==> config.mk <==
export PLATFORM = sky130hd
export DESIGN_NAME = press_duration_classifier
export DESIGN_NICKNAME = d
export VERILOG_FILES = /design/src/rtl/core/pdc_pkg.sv /design/src/rtl/core/pdc_hold_calc.sv /design/src/rtl/core/press_duration_classifier.sv
export SDC_FILE = /design/constraint.sdc
export NUM_CORES = 1
export LEC_CHECK = 0
export ABC_AREA = 1
export BUFFER_PORTS_ARGS = -buffer_cell sky130_fd_sc_hd__buf_2
export CORE_ASPECT_RATIO = 1.1
export CORE_UTILIZATION = 38
export DETAILED_ROUTE_END_ITERATION = 10
export PLACE_DENSITY = 0.64
export SETUP_SLACK_MARGIN = 0.3
export SLEW_MARGIN = 30
export SYNTH_ARGS = -nofsm -noshare
export SYNTH_HDL_FRONTEND = slang
export SYNTH_HIERARCHICAL = 1
export SYNTH_SLANG_ARGS = --single-unit
==> constraint.sdc <==
create_clock -name clk -period 7 [get_ports clk]
set_input_delay 1.05 -clock clk [delete_from_list [all_inputs] [get_ports clk]]
set_output_delay 1.05 -clock clk [all_outputs]
set_load 0.03 [all_outputs]
==> src/rtl/core/pdc_pkg.sv <==
// ----------------------------------------------------------------------------
// pdc_pkg
// Shared types and constants for the press duration classifier.
// ----------------------------------------------------------------------------
package pdc_pkg;

    localparam int TIME_W = 48;
    localparam int MS_W   = 16;
    localparam int EVT_W  = 3;
    localparam int IDX_W  = 3;

    localparam logic [MS_W-1:0] HOLD_MAX  = 16'hFFFF;
    localparam int              US_PER_MS = 1000;

    // Hold saturates once the difference reaches (HOLD_MAX + 1) ms.
    localparam logic [TIME_W-1:0] SAT_US = TIME_W'((HOLD_MAX + 1) * US_PER_MS);

    // Below SAT_US the difference fits in LOW_W bits.
    localparam int LOW_W = 26;

    // floor(x / 1000) == (x * RECIP) >> RECIP_SH for every x below 2^LOW_W.
    localparam int                RECIP_SH = 36;
    localparam int                RECIP_W  = 27;
    localparam logic [RECIP_W-1:0] RECIP   = 27'd68719477;
    localparam int                PROD_W   = LOW_W + RECIP_W;

    // Register reset values.
    localparam logic [MS_W-1:0] BOUNCE_RST    = 16'd40;
    localparam logic [MS_W-1:0] LONG_RST      = 16'd3000;
    localparam logic [MS_W-1:0] CALIBRATE_RST = 16'd8000;
    localparam logic [MS_W-1:0] VERY_LONG_RST = 16'd12000;
    localparam logic [MS_W-1:0] ABORT_RST     = 16'd20000;

    typedef enum logic [EVT_W-1:0] {
        EV_NONE      = 3'd0,
        EV_SHORT     = 3'd1,
        EV_LONG      = 3'd2,
        EV_CALIBRATE = 3'd3,
        EV_VERY_LONG = 3'd4
    } event_t;

    typedef enum logic [IDX_W-1:0] {
        REG_BOUNCE    = 3'd0,
        REG_LONG      = 3'd1,
        REG_CALIBRATE = 3'd2,
        REG_VERY_LONG = 3'd3,
        REG_ABORT     = 3'd4
    } reg_index_t;

    // What a sample does to the button state.
    typedef enum logic [1:0] {
        KIND_IDLE    = 2'd0,
        KIND_PRESS   = 2'd1,
        KIND_HOLD    = 2'd2,
        KIND_RELEASE = 2'd3
    } kind_t;

    typedef struct packed {
        kind_t             kind;
        logic [TIME_W-1:0] now;
        logic [TIME_W-1:0] start;
    } stamp_t;

    typedef struct packed {
        kind_t           kind;
        logic [MS_W-1:0] ms;
    } hold_t;

endpackage

==> src/rtl/core/pdc_hold_calc.sv <==
// ----------------------------------------------------------------------------
// pdc_hold_calc
// Two-stage hold time unit: 48-bit difference and saturation check, then
// divide by 1000 through a reciprocal multiply.
// ----------------------------------------------------------------------------
module pdc_hold_calc (
    input  logic           clk,
    input  logic           rst_n,
    input  logic           advance,
    input  logic           stamp_valid,
    input  pdc_pkg::stamp_t stamp,
    output logic           hold_valid,
    output pdc_pkg::hold_t hold
);
    import pdc_pkg::*;

    logic              b_valid_reg;
    kind_t             b_kind_reg;
    logic              b_sat_reg;
    logic [LOW_W-1:0]  b_low_reg;

    logic              c_valid_reg;
    hold_t             c_hold_reg;

    logic [TIME_W-1:0] diff;
    logic [PROD_W-1:0] prod;
    logic [MS_W-1:0]   ms_next;

    // Modulo 2^48 difference falls out of the fixed width.
    assign diff = stamp.now - stamp.start;

    assign prod    = PROD_W'(b_low_reg) * PROD_W'(RECIP);
    assign ms_next = b_sat_reg ? HOLD_MAX : prod[RECIP_SH +: MS_W];

    always_ff @(posedge clk or negedge rst_n)
    begin
        if (!rst_n)
        begin
            b_valid_reg <= 1'b0;
            c_valid_reg <= 1'b0;
        end
        else if (advance)
        begin
            b_valid_reg <= stamp_valid;
            c_valid_reg <= b_valid_reg;
        end
    end

    always_ff @(posedge clk)
    begin
        if (advance)
        begin
            b_kind_reg      <= stamp.kind;
            b_sat_reg       <= (diff >= SAT_US);
            b_low_reg       <= diff[LOW_W-1:0];
            c_hold_reg.kind <= b_kind_reg;
            c_hold_reg.ms   <= ms_next;
        end
    end

    assign hold_valid = c_valid_reg;
    assign hold       = c_hold_reg;

endmodule

==> src/rtl/core/press_duration_classifier.sv <==
// ----------------------------------------------------------------------------
// press_duration_classifier
// Active-low button poll classifier: press/release edges, hold time in ms.
// ----------------------------------------------------------------------------
// One sample is taken per clock while the result is not stalled, and each
// produces exactly one result through the input register, difference stage,
// reciprocal multiply stage and result register; the press state and start
// timestamp update as the sample is taken, so back-to-back samples see each
// other's edges. A stalled result holds the whole pipeline. Threshold
// registers are written through cfg_valid/cfg_ready, which is always ready;
// write them only while no sample is in flight.
module press_duration_classifier (
    input  logic                       clk,
    input  logic                       rst_n,

    input  logic                       sample_valid,
    output logic                       sample_stall,
    input  logic                       pin_level,
    input  logic [pdc_pkg::TIME_W-1:0] now_us,

    output logic                       result_valid,
    input  logic                       result_stall,
    output logic [pdc_pkg::EVT_W-1:0]  press_event,
    output logic [pdc_pkg::MS_W-1:0]   held_ms,

    input  logic                       cfg_valid,
    output logic                       cfg_ready,
    input  logic [pdc_pkg::IDX_W-1:0]  cfg_index,
    input  logic [pdc_pkg::MS_W-1:0]   cfg_data
);
    import pdc_pkg::*;

    logic [MS_W-1:0]   bounce_reg;
    logic [MS_W-1:0]   long_reg;
    logic [MS_W-1:0]   calibrate_reg;
    logic [MS_W-1:0]   very_long_reg;
    logic [MS_W-1:0]   abort_reg;

    logic              was_pressed_reg;
    logic [TIME_W-1:0] press_start_reg;

    logic              a_valid_reg;
    stamp_t            a_stamp_reg;

    logic              result_valid_reg;
    event_t            press_event_reg;
    logic [MS_W-1:0]   held_ms_reg;

    logic              advance;
    logic              accept;
    logic              down;
    kind_t             kind;
    logic              hold_valid;
    hold_t             hold;
    event_t            event_next;

    assign advance      = !result_valid_reg || !result_stall;
    assign sample_stall = !advance;
    assign accept       = sample_valid && advance;
    assign cfg_ready    = 1'b1;

    assign down = !pin_level;

    always_comb
    begin
        if (down && !was_pressed_reg)
            kind = KIND_PRESS;
        else if (!down && was_pressed_reg)
            kind = KIND_RELEASE;
        else if (down)
            kind = KIND_HOLD;
        else
            kind = KIND_IDLE;
    end

    // Configuration registers
    always_ff @(posedge clk or negedge rst_n)
    begin
        if (!rst_n)
        begin
            bounce_reg    <= BOUNCE_RST;
            long_reg      <= LONG_RST;
            calibrate_reg <= CALIBRATE_RST;
            very_long_reg <= VERY_LONG_RST;
            abort_reg     <= ABORT_RST;
        end
        else if (cfg_valid && cfg_ready)
        begin
            unique case (cfg_index)
                REG_BOUNCE:    bounce_reg    <= cfg_data;
                REG_LONG:      long_reg      <= cfg_data;
                REG_CALIBRATE: calibrate_reg <= cfg_data;
                REG_VERY_LONG: very_long_reg <= cfg_data;
                REG_ABORT:     abort_reg     <= cfg_data;
                default:       ;
            endcase
        end
    end

    // Button state, updated on each sample transfer
    always_ff @(posedge clk or negedge rst_n)
    begin
        if (!rst_n)
        begin
            was_pressed_reg <= 1'b0;
            press_start_reg <= '0;
        end
        else if (accept)
        begin
            was_pressed_reg <= down;
            if (kind == KIND_PRESS)
                press_start_reg <= now_us;
        end
    end

    // Input register
    always_ff @(posedge clk or negedge rst_n)
    begin
        if (!rst_n)
            a_valid_reg <= 1'b0;
        else if (advance)
            a_valid_reg <= accept;
    end

    always_ff @(posedge clk)
    begin
        if (advance)
        begin
            a_stamp_reg.kind  <= kind;
            a_stamp_reg.now   <= now_us;
            a_stamp_reg.start <= press_start_reg;
        end
    end

    pdc_hold_calc u_hold_calc (
        .clk         (clk),
        .rst_n       (rst_n),
        .advance     (advance),
        .stamp_valid (a_valid_reg),
        .stamp       (a_stamp_reg),
        .hold_valid  (hold_valid),
        .hold        (hold)
    );

    // Release classification, first match wins
    always_comb
    begin
        if (hold.ms < bounce_reg)
            event_next = EV_NONE;
        else if (hold.ms > abort_reg)
            event_next = EV_NONE;
        else if (hold.ms >= very_long_reg)
            event_next = EV_VERY_LONG;
        else if (hold.ms >= calibrate_reg)
            event_next = EV_CALIBRATE;
        else if (hold.ms >= long_reg)
            event_next = EV_LONG;
        else
            event_next = EV_SHORT;
    end

    // Result register
    always_ff @(posedge clk or negedge rst_n)
    begin
        if (!rst_n)
            result_valid_reg <= 1'b0;
        else if (advance)
            result_valid_reg <= hold_valid;
    end

    always_ff @(posedge clk)
    begin
        if (advance)
        begin
            press_event_reg <= (hold.kind == KIND_RELEASE) ? event_next : EV_NONE;
            held_ms_reg     <= (hold.kind == KIND_HOLD) ? hold.ms : '0;
        end
    end

    assign result_valid = result_valid_reg;
    assign press_event  = press_event_reg;
    assign held_ms      = held_ms_reg;

endmodule

==> metrics, run 1 <==
GRT Overall Usage 18.9%; top post-synthesis cells by count 862 x inv_1, 663 x nand2_1, 396 x ha_1, 213 x fa_1, 210 x nor2_1; number of diodes 0; worst r2r src u_hold_calc/b_low_reg[24]; Critical Path AT 6.61 ns; Syn Std Cell Area 27,800 um^2; max reg flops 98; Post-synth ARST share 44.8%; most common cell in the synthesized netlist inv_1; TritonCTS clock tree yes; Avg Inst Size Synth 8.56 um^2; Setup crit end u_hold_calc/hold[6]; clk slew on worst S/H paths 0.06 ns; IO Pins 95; syn nets 3,928; GRT overflow 0; crit end category flop; final hold violations 0; clk buf depth 3; drt drc 0; startpoint types flop; clock sinks 297; # setup viols final 0; Setup CP Type reg -> reg; filler instances 7,117; worst hold path startpoint a_stamp_reg[96]; htree depth 2; Finished Cell Area 30,700 um^2; RSZ-0062 raised after global routing no; Die Span X 260 um; initial antenna violation count 0; area of the multi-input gates roughly 16,000 um^2; Cells after DPL 4,271; Area contributors post-synth ha_1 18%, edfxtp_1 18%, fa_1 15%; post-synthesis sequential area ratio 29.8%; Root Buffer clkbuf_16; fin nets ~4,100; Reg area a little over 8000 um^2; Port Buffer Count 93; Initial DRC Count 1,026; fin. max-slew vios 0; Core Region 72,000 um^2; FF-to-FF setup slack between 0.6 and 0.7 ns; Fin Setup TNS 0 ns; Synth top area share 17.8%; drt wl/cell around 16 um; Die Span Y between 200 and 300 um; Initial Util approximately 39%; worst hold path class reg -> reg; vias after detailed routing 20,475; DRT Pass-1 Iters 5; total routed wirelength 68.6 mm; largest net degree at the start of global routing 102; minimum clock period 6.33 ns; #FFs+latches synth 297; Yosys warnings 6; Final Skew 0.0290 ns; number of synthesized flops with an enable pin 164; synthesized instance count ~3,200; DRT antenna net count 0; global-route wire length before repair 110 mm; Area after DPL slightly below 30,000 um^2; Fin Hold WS roughly 0.42 ns; status completed; hpwl dp 57.2 mm; slew margin rel. 42.0%; Worst EP required around 7.3 ns; vias per inst 4.72; number of library cell types mapped by synthesis 45; Fmax 158 MHz; Final period util between 90 and 100%; R2R Path End u_hold_calc/hold[6]; Syn-to-layout area delta 10.4%; non-filler cells in the finished layout 4,342; most common flop cell mapped by yosys edfxtp_1; share of post-route cells with drive strength above 1 8.07%; cell taking the most area after synthesis ha_1; Die Area between 70,000 and 80,000 um^2; clock latency at the later pin of the worst-skew pair 0.56 ns; critical path launch point u_hold_calc/b_low_reg[24]; Worst Path Max Fanout 10; R2R cell count 23; CTS Buf Count 35; GP Congestion 0.959; Max-cap violations 0; row cnt 103; Least-Margin Pin Slew ~0.87 ns; vias in the first global route roughly 21,000
worst min path at each step:
stage / endpoint / depth (start not counted) / slack (ns)
after floorplan: u_hold_calc/b_kind_reg[0] / 0 / 0.40
after global placement: u_hold_calc/hold[16] / 0 / 0.40
after detailed placement: u_hold_calc/b_kind_reg[0] / 0 / 0.40
after CTS: u_hold_calc/b_kind_reg[0] / 0 / 0.42
after global routing: u_hold_calc/b_kind_reg[0] / 0 / 0.42
final: u_hold_calc/b_kind_reg[0] / 0 / 0.42
final cells by class:
class                           count  share of cell area (%)
Clock inverter                     20                   0.779
Multi-Input combinational cell   2061                    52.6
Sequential cell                   297                    27.0
Clock buffer                       44                    3.10
Inverter                          865                    10.6
Tap cell                          945                    3.86
Timing Repair Buffer              110                    2.02
logic make-up (layout without fill, tap and decap cells):
kind of cell	count (synthesis)	count (layout)	synth area share (%)
xor+xnor	20	20	0.631
other cells	1	1	0.0135
fa+ha+maj	609	609	33.2
simple gates	1046	1046	15.4
flops	297	297	29.8
compound gates	337	337	6.56
buf+inv	888	1039	12.1
mux	48	48	2.22
what timing repair did:
| action | in CTS | in global routing |
|---|---|---|
| resized for setup | 0 | 0 |
| endpoints found under the hold margin | 0 | 0 |
| buffers inserted | 0 | 7 |
| hold buffers | 0 | 0 |
| endpoints found under the setup margin | 0 | 2 |
routing by layer:
| layer | GRT usage, % | wire length, um | up-vias |
|---|---|---|---|
| li1 | - | - | 10328 |
| met1 | 23.9 | 30000 | 9570 |
| met2 | 32.4 | 33000 | 448 |
| met3 | 2.69 | 3120 | 129 |
| met5 | 0 | 0 | - |
| met4 | 7.29 | 2580 | 0 |
stage by stage:
step,worst slack [ns],utilization (%)
floorplan,1.13,-
global placement,0.654,40.8
detailed placement,0.591,40.8
CTS,0.587,42.5
global route,0.307,42.6
finish,0.668,42.6
cells in the final DEF, fill, tap and decap left out, types with 16 or more instances in the layout:
| cell | Yosys | layout |
|---|---|---|
| ha_1 | 396 | 396 |
| o21ai_0 | 138 | 138 |
| nand2_1 | 663 | 662 |
| dfstp_2 | 27 | 27 |
| clkbuf_16 | 0 | 36 |
| buf_2 | 5 | 92 |
| edfxtp_1 | 164 | 164 |
| nor2_1 | 210 | 210 |
| nor3_1 | 19 | 19 |
| dfrtp_1 | 106 | 106 |
| mux2_4 | 20 | 20 |
| nand4_1 | 30 | 30 |
| xor2_1 | 16 | 16 |
| a21oi_1 | 140 | 140 |
| fa_1 | 213 | 213 |
| mux2_2 | 28 | 28 |
| nand3_1 | 80 | 79 |
| inv_1 | 862 | 862 |
| a21o_1 | 17 | 17 |
critical path, stage by stage, from the launching register on:
cell      delay [ns]
edfxtp_1        0.60
fa_1            0.59
inv_1           0.06
fa_1            0.49
fa_1            0.55
inv_1           0.06
fa_1            0.52
fa_1            0.55
inv_1           0.05
fa_1            0.51
fa_1            0.55
inv_1           0.04
ha_1            0.33
nand2_1         0.11
nor2_1          0.15
inv_1           0.07
nor2_1          0.16
inv_1           0.05
o21ai_0         0.23
a31oi_1         0.07
nor2_1          0.14
nor2_1          0.06
nand2_1         0.06
nand3_1         0.07
Power of run 1 is not shown: default switching activity piles up to over one toggle a cycle in this logic, so the estimate is an artifact.
==> inputs of run 2 (changes only) <==
Settings changed: PLACE_DENSITY 0.64 to default, REMOVE_ABC_BUFFERS from default to 1.
Clock period 7 ns to 7.07 ns, I/O delays scaled along.
==> run 2 against run 1 <==
  * Critical endpoint is now u_hold_calc/hold[12]
  * Core utilization barely moved
  * Global-route usage increased by 0.13 points
  * Sequential share of layout area about the same
  * Die area is the same
  * Hold slack worse by 0.0023 ns
  * Sequential cell count stayed put
  * Register-to-register slack improved by 0.07 ns
  * Count of clock-buffer cells in the layout unchanged
  * Setup slack improved by 0.068 ns
  * Critical path depth down 1
  * Highest routed layer unchanged
  * First-iteration DRC count rose by 3.4%
  * Wire length is 0.46% higher
==> metrics, run 2 (synthesis gave the netlist of run 1 again) <==
startpoint types flop; Worst Path Max Fanout 8 (-2); commonest non-fill, non-tap cell in the layout inv_1; top cell family by delay on the critical path adder cells; share of post-route cells with drive strength above 1 7.98% (-0.088 points); worst hold path class reg -> reg; Core Region 72,000 um^2 (unchanged); row cnt 103 (unchanged); final hold violations 0 (unchanged); drt drc 0 (unchanged); CTS Buf Count 35 (unchanged); Setup CP Type reg -> reg; clock latency at the later pin of the worst-skew pair 0.55 ns (about the same); total routed wirelength 68.9 mm (+0.46%); Worst path max stage delay 0.54 ns (-0.06 ns); status completed; highest-count cells in the layout ignoring fill and taps 862 x inv_1, 662 x nand2_1, 396 x ha_1; number of diodes 0 (unchanged); GRT overflow 0 (unchanged); Die Area 74,200 um^2 (unchanged); Die Span Y 286 um (unchanged); Initial DRC Count 1,061 (+3.4%); Area after DPL 29,400 um^2 (about the same); dpl ws 0.579 ns (-0.0119 ns); Least-Margin Pin Slew 0.917 ns (+0.0465 ns); htree depth 2 (unchanged); final setup margin 0.736 ns (+0.0681 ns); hpwl dp 58.0 mm (+1.4%); clk buf depth 3 (unchanged); Die Span X 260 um (unchanged); # setup viols final 0 (unchanged); Fmax 158 MHz (about the same); Critical Path AT 6.62 ns (about the same); Initial Util 38.6% (unchanged); clk slew on worst S/H paths 0.06 ns (about the same); drt wl/cell 15.9 um (+0.46%); Final period util 89.6% (-0.87 points); clock sinks 297 (unchanged); vias per inst 4.67 (-0.92%); Finished Cell Area 30,700 um^2 (about the same); crit end category flop; Root Buffer clkbuf_16; slew margin rel. 38.9% (-3.1 points); Max-cap violations 0 (unchanged); RSZ-0062 raised after global routing no; DRT Pass-1 Iters 5 (unchanged); crit-path cells inv_1, ha_1, inv_1, fa_1, fa_1, inv_1, fa_1, inv_1, fa_1, fa_1, inv_1, fa_1, inv_1, ha_1, a21oi_1, o21ai_0, a21oi_1, nor2_1, o21ai_0, nand3_1, a21oi_1, o21ai_0; minimum clock period 6.33 ns (+0.00189 ns); DRT antenna net count 0 (unchanged); slowest stage cell, crit path fa_1; initial antenna violation count 0 (unchanged); global-route wire length before repair 110 mm (+0.64%); Port Buffer Count 93 (unchanged); vias in the first global route 20,861 (+0.043%); Fin Setup TNS 0 ns (unchanged); GP Congestion 0.955 (-0.41%); vias after detailed routing 20,287 (-0.92%); Worst EP required 7.36 ns (+0.08 ns); fin. max-slew vios 0 (unchanged); Fin Hold WS 0.419 ns (-0.00233 ns); fin nets 4,053 (+0.025%); GRT Overall Usage 19.0% (+0.13 points); TritonCTS clock tree yes; Syn-to-layout area delta 10.4% (about the same); max reg flops 98 (unchanged); crit path buf inv count 6 (unchanged); largest net degree at the start of global routing 107 (+4.9%); IO Pins 95 (unchanged); Final Skew 0.0331 ns (+0.00416 ns); filler instances 7,133 (+0.22%)
## run 2: routing by layer
layer	wire length (um)	GRT usage, %	share of wire, %
met4	2320	6.54	3.4
met1	30600	24.3	44
met3	2610	2.56	3.8
met2	33400	32.9	48
met5	0	0	0
## run 2: worst reg2reg max path, cell delays in order, from the launching register on
cell and delay [ns]:
edfxtp_1 0.53, inv_1 0.21, ha_1 0.36, inv_1 0.09, fa_1 0.50, fa_1 0.51
inv_1 0.05, fa_1 0.47, inv_1 0.06, fa_1 0.50, fa_1 0.54, inv_1 0.05
fa_1 0.53, inv_1 0.04, ha_1 0.32, a21oi_1 0.28, o21ai_0 0.19, a21oi_1 0.22
nor2_1 0.06, o21ai_0 0.20, nand3_1 0.12, a21oi_1 0.13, o21ai_0 0.09
## run 2: per-stage QoR
step	util [%]	std cells
after global placement	40.8	4274
after detailed placement	40.8	4274
after floorplan	-	3223
after CTS	42.5	4337
final	42.5	4342
after global routing	42.5	4342
## run 2: path summary, 6_finish.rpt
path                       slack (ns)                      start                         to  cells after the start
min in group asynchronous        0.53                      rst_n              bounce_reg[6]                      1
max                              0.74  u_hold_calc/b_low_reg[15]       u_hold_calc/hold[12]                     22
min reg2reg                      0.42            a_stamp_reg[97]  u_hold_calc/b_kind_reg[1]                      0
max reg2reg                      0.74  u_hold_calc/b_low_reg[15]       u_hold_calc/hold[12]                     22
max in group asynchronous        5.18                      rst_n         press_start_reg[2]                      2
min                              0.42            a_stamp_reg[97]  u_hold_calc/b_kind_reg[1]                      0
## run 2: cell type report
cell class | instances | area [um^2] | share of cell area, %
flip-flops and latches | 297 | 8290 | 27.0
inverters | 865 | 3250 | 10.6
clock buffers | 44 | 971 | 3.17
clock inverters | 19 | 220 | 0.718
well taps | 945 | 1180 | 3.86
multi-input cells | 2061 | 16100 | 52.6
repair buffers | 111 | 607 | 1.98
## run 2: repair_timing
item | CTS | global route
endpoints found under the setup margin | 0 | 4
hold buffers | 0 | 0
setup buffers | 0 | 5
resized for setup | 0 | 0
Power of run 2 is left out for the same reason.
==> inputs of run 3 (changes only) <==
Settings changed: MAX_ROUTING_LAYER from default to met4.
==> run 3 against run 2 <==
  * Cell count is essentially flat
  * First-iteration DRC count grew 3.2%
  * Setup slack lost 0.0048 ns
  * Clock skew shrank 0.011 ns
  * Via count grew 0.50%
  * Register-to-register slack is essentially flat
  * Fmax is essentially flat
  * Core utilization is essentially flat
  * Wire length grew 2.1%
  * Critical path depth shrank 1
  * Die area is the same
==> metrics, run 3 (synthesis gave the netlist of run 1 again) <==
Critical Path AT 6.63 ns (about the same); Final period util 89.7% (about the same); Core Region 72,000 um^2 (unchanged); DRT Pass-1 Iters 5 (unchanged); largest net degree at the start of global routing 107 (unchanged); Fmax 158 MHz (about the same); Fin Setup TNS 0 ns (unchanged); global-route wire length before repair 112 mm (+1.7%); Least-Margin Pin Slew 0.930 ns (+0.0135 ns); GP Congestion 0.985 (+3.1%); GRT overflow 0 (unchanged); Worst EP required 7.36 ns (about the same); vias per inst 4.69 (+0.47%); drt wl/cell 16.2 um (+2.1%); row cnt 103 (unchanged); CTS Hold Bufs 0 (unchanged); clock latency at the later pin of the worst-skew pair 0.54 ns (about the same); Port Buffer Count 93 (unchanged); drt drc 0 (unchanged); htree depth 2 (unchanged); highest-count cells in the layout ignoring fill and taps 862 x inv_1, 662 x nand2_1, 396 x ha_1; crit-path cells ha_1, inv_1, fa_1, fa_1, inv_1, fa_1, inv_1, fa_1, fa_1, inv_1, fa_1, inv_1, ha_1, a21oi_1, o21ai_0, a21oi_1, nor2_1, o21ai_0, nand3_1, a21oi_1, o21ai_0; hpwl dp 58.9 mm (+1.6%); Initial Util 38.6% (unchanged); share of post-route cells with drive strength above 1 8.01% (+0.029 points); clk buf depth 3 (unchanged); clk slew on worst S/H paths 0.06 ns (about the same); Syn-to-layout area delta 10.5% (about the same); total routed wirelength 70.4 mm (+2.1%); DRT antenna net count 0 (unchanged); RSZ-0062 raised after global routing no; CTS Buf Count 36 (+2.9%); top cell family by delay on the critical path adder cells; initial antenna violation count 1 (+1); Worst Path Max Fanout 8 (unchanged); Post-CTS Setup Bufs 0 (unchanged); Max-cap violations 0 (unchanged); commonest non-fill, non-tap cell in the layout inv_1; vias after detailed routing 20,388 (+0.50%); non-filler cells in the finished layout 4,343 (+0.023%); Cells after DPL 4,273 (-0.023%); # setup viols final 0 (unchanged); status completed; Setup CP Type reg -> reg; Fin Hold WS 0.423 ns (+0.00372 ns); most frequent CP cell fa_1; R2R cell count 21 (-4.5%); crit end category flop; vias in the first global route 20,825 (-0.17%); Crit path depth 21 (-4.5%); filler instances 7,175 (+0.59%); fin nets 4,052 (-0.025%); Die Area 74,200 um^2 (unchanged); max reg flops 98 (unchanged); Post-CTS Resized 0 (unchanged); fin. max-slew vios 0 (unchanged); minimum clock period 6.34 ns (+0.00484 ns); IO Pins 95 (unchanged); worst hold path class reg -> reg; Die Span X 260 um (unchanged); TritonCTS clock tree yes; Die Span Y 286 um (unchanged); final hold violations 0 (unchanged); crit path buf inv count 5 (-1); Initial DRC Count 1,095 (+3.2%); hold depth 0 (unchanged); Worst path max stage delay 0.65 ns (+0.11 ns); GRT Overall Usage 20.0% (+0.92 points); startpoint types flop; Final Skew 0.0225 ns (-0.0106 ns); slowest stage cell, crit path edfxtp_1; Root Buffer clkbuf_16; clock sinks 297 (unchanged); slew margin rel. 38.0% (-0.90 points); FF-to-FF setup slack 0.73 ns (about the same)
run 3: metrics by stage:
step | util [%] | setup slack [ns] | area (um^2)
after floorplan | - | 1.20 | 27700
after global placement | 40.8 | 0.649 | 29400
after detailed placement | 40.8 | 0.594 | 29400
after CTS | 42.5 | 0.585 | 30600
after global routing | 42.6 | 0.349 | 30700
final | 42.6 | 0.731 | 30700
run 3: final cells by class:
cell class / instances / area [um^2] / area share [%]
flip-flops and latches: 297 / 8290 / 27.0
well taps: 945 / 1180 / 3.85
multi-input cells: 2061 / 16100 / 52.6
clock buffers: 53 / 1090 / 3.55
clock inverters: 12 / 138 / 0.449
repair buffers: 109 / 596 / 1.94
inverters: 865 / 3250 / 10.6
diodes: 1 / 2.50 / 0.00816
run 3: routing by layer:
| layer | track usage [%] | wire length, um | vias to the layer above |
|---|---|---|---|
| li1 | - | - | 10350 |
| met5 | - | 0 | - |
| met3 | 2.12 | 2450 | 105 |
| met1 | 24.9 | 31300 | 9560 |
| met4 | 5.79 | 2140 | 0 |
| met2 | 34.0 | 34500 | 373 |
run 3: path summary, 6_finish.rpt:
| check | from | to |
|---|---|---|
| max | u_hold_calc/b_low_reg[16] | u_hold_calc/hold[12] |
| min | u_hold_calc/b_kind_reg[0] | u_hold_calc/hold[16] |
| max reg2reg | u_hold_calc/b_low_reg[16] | u_hold_calc/hold[12] |
| min reg2reg | u_hold_calc/b_kind_reg[0] | u_hold_calc/hold[16] |
| max in group asynchronous | rst_n | press_start_reg[0] |
| min in group asynchronous | rst_n | bounce_reg[4] |
Power of run 3 is left out for the same reason.
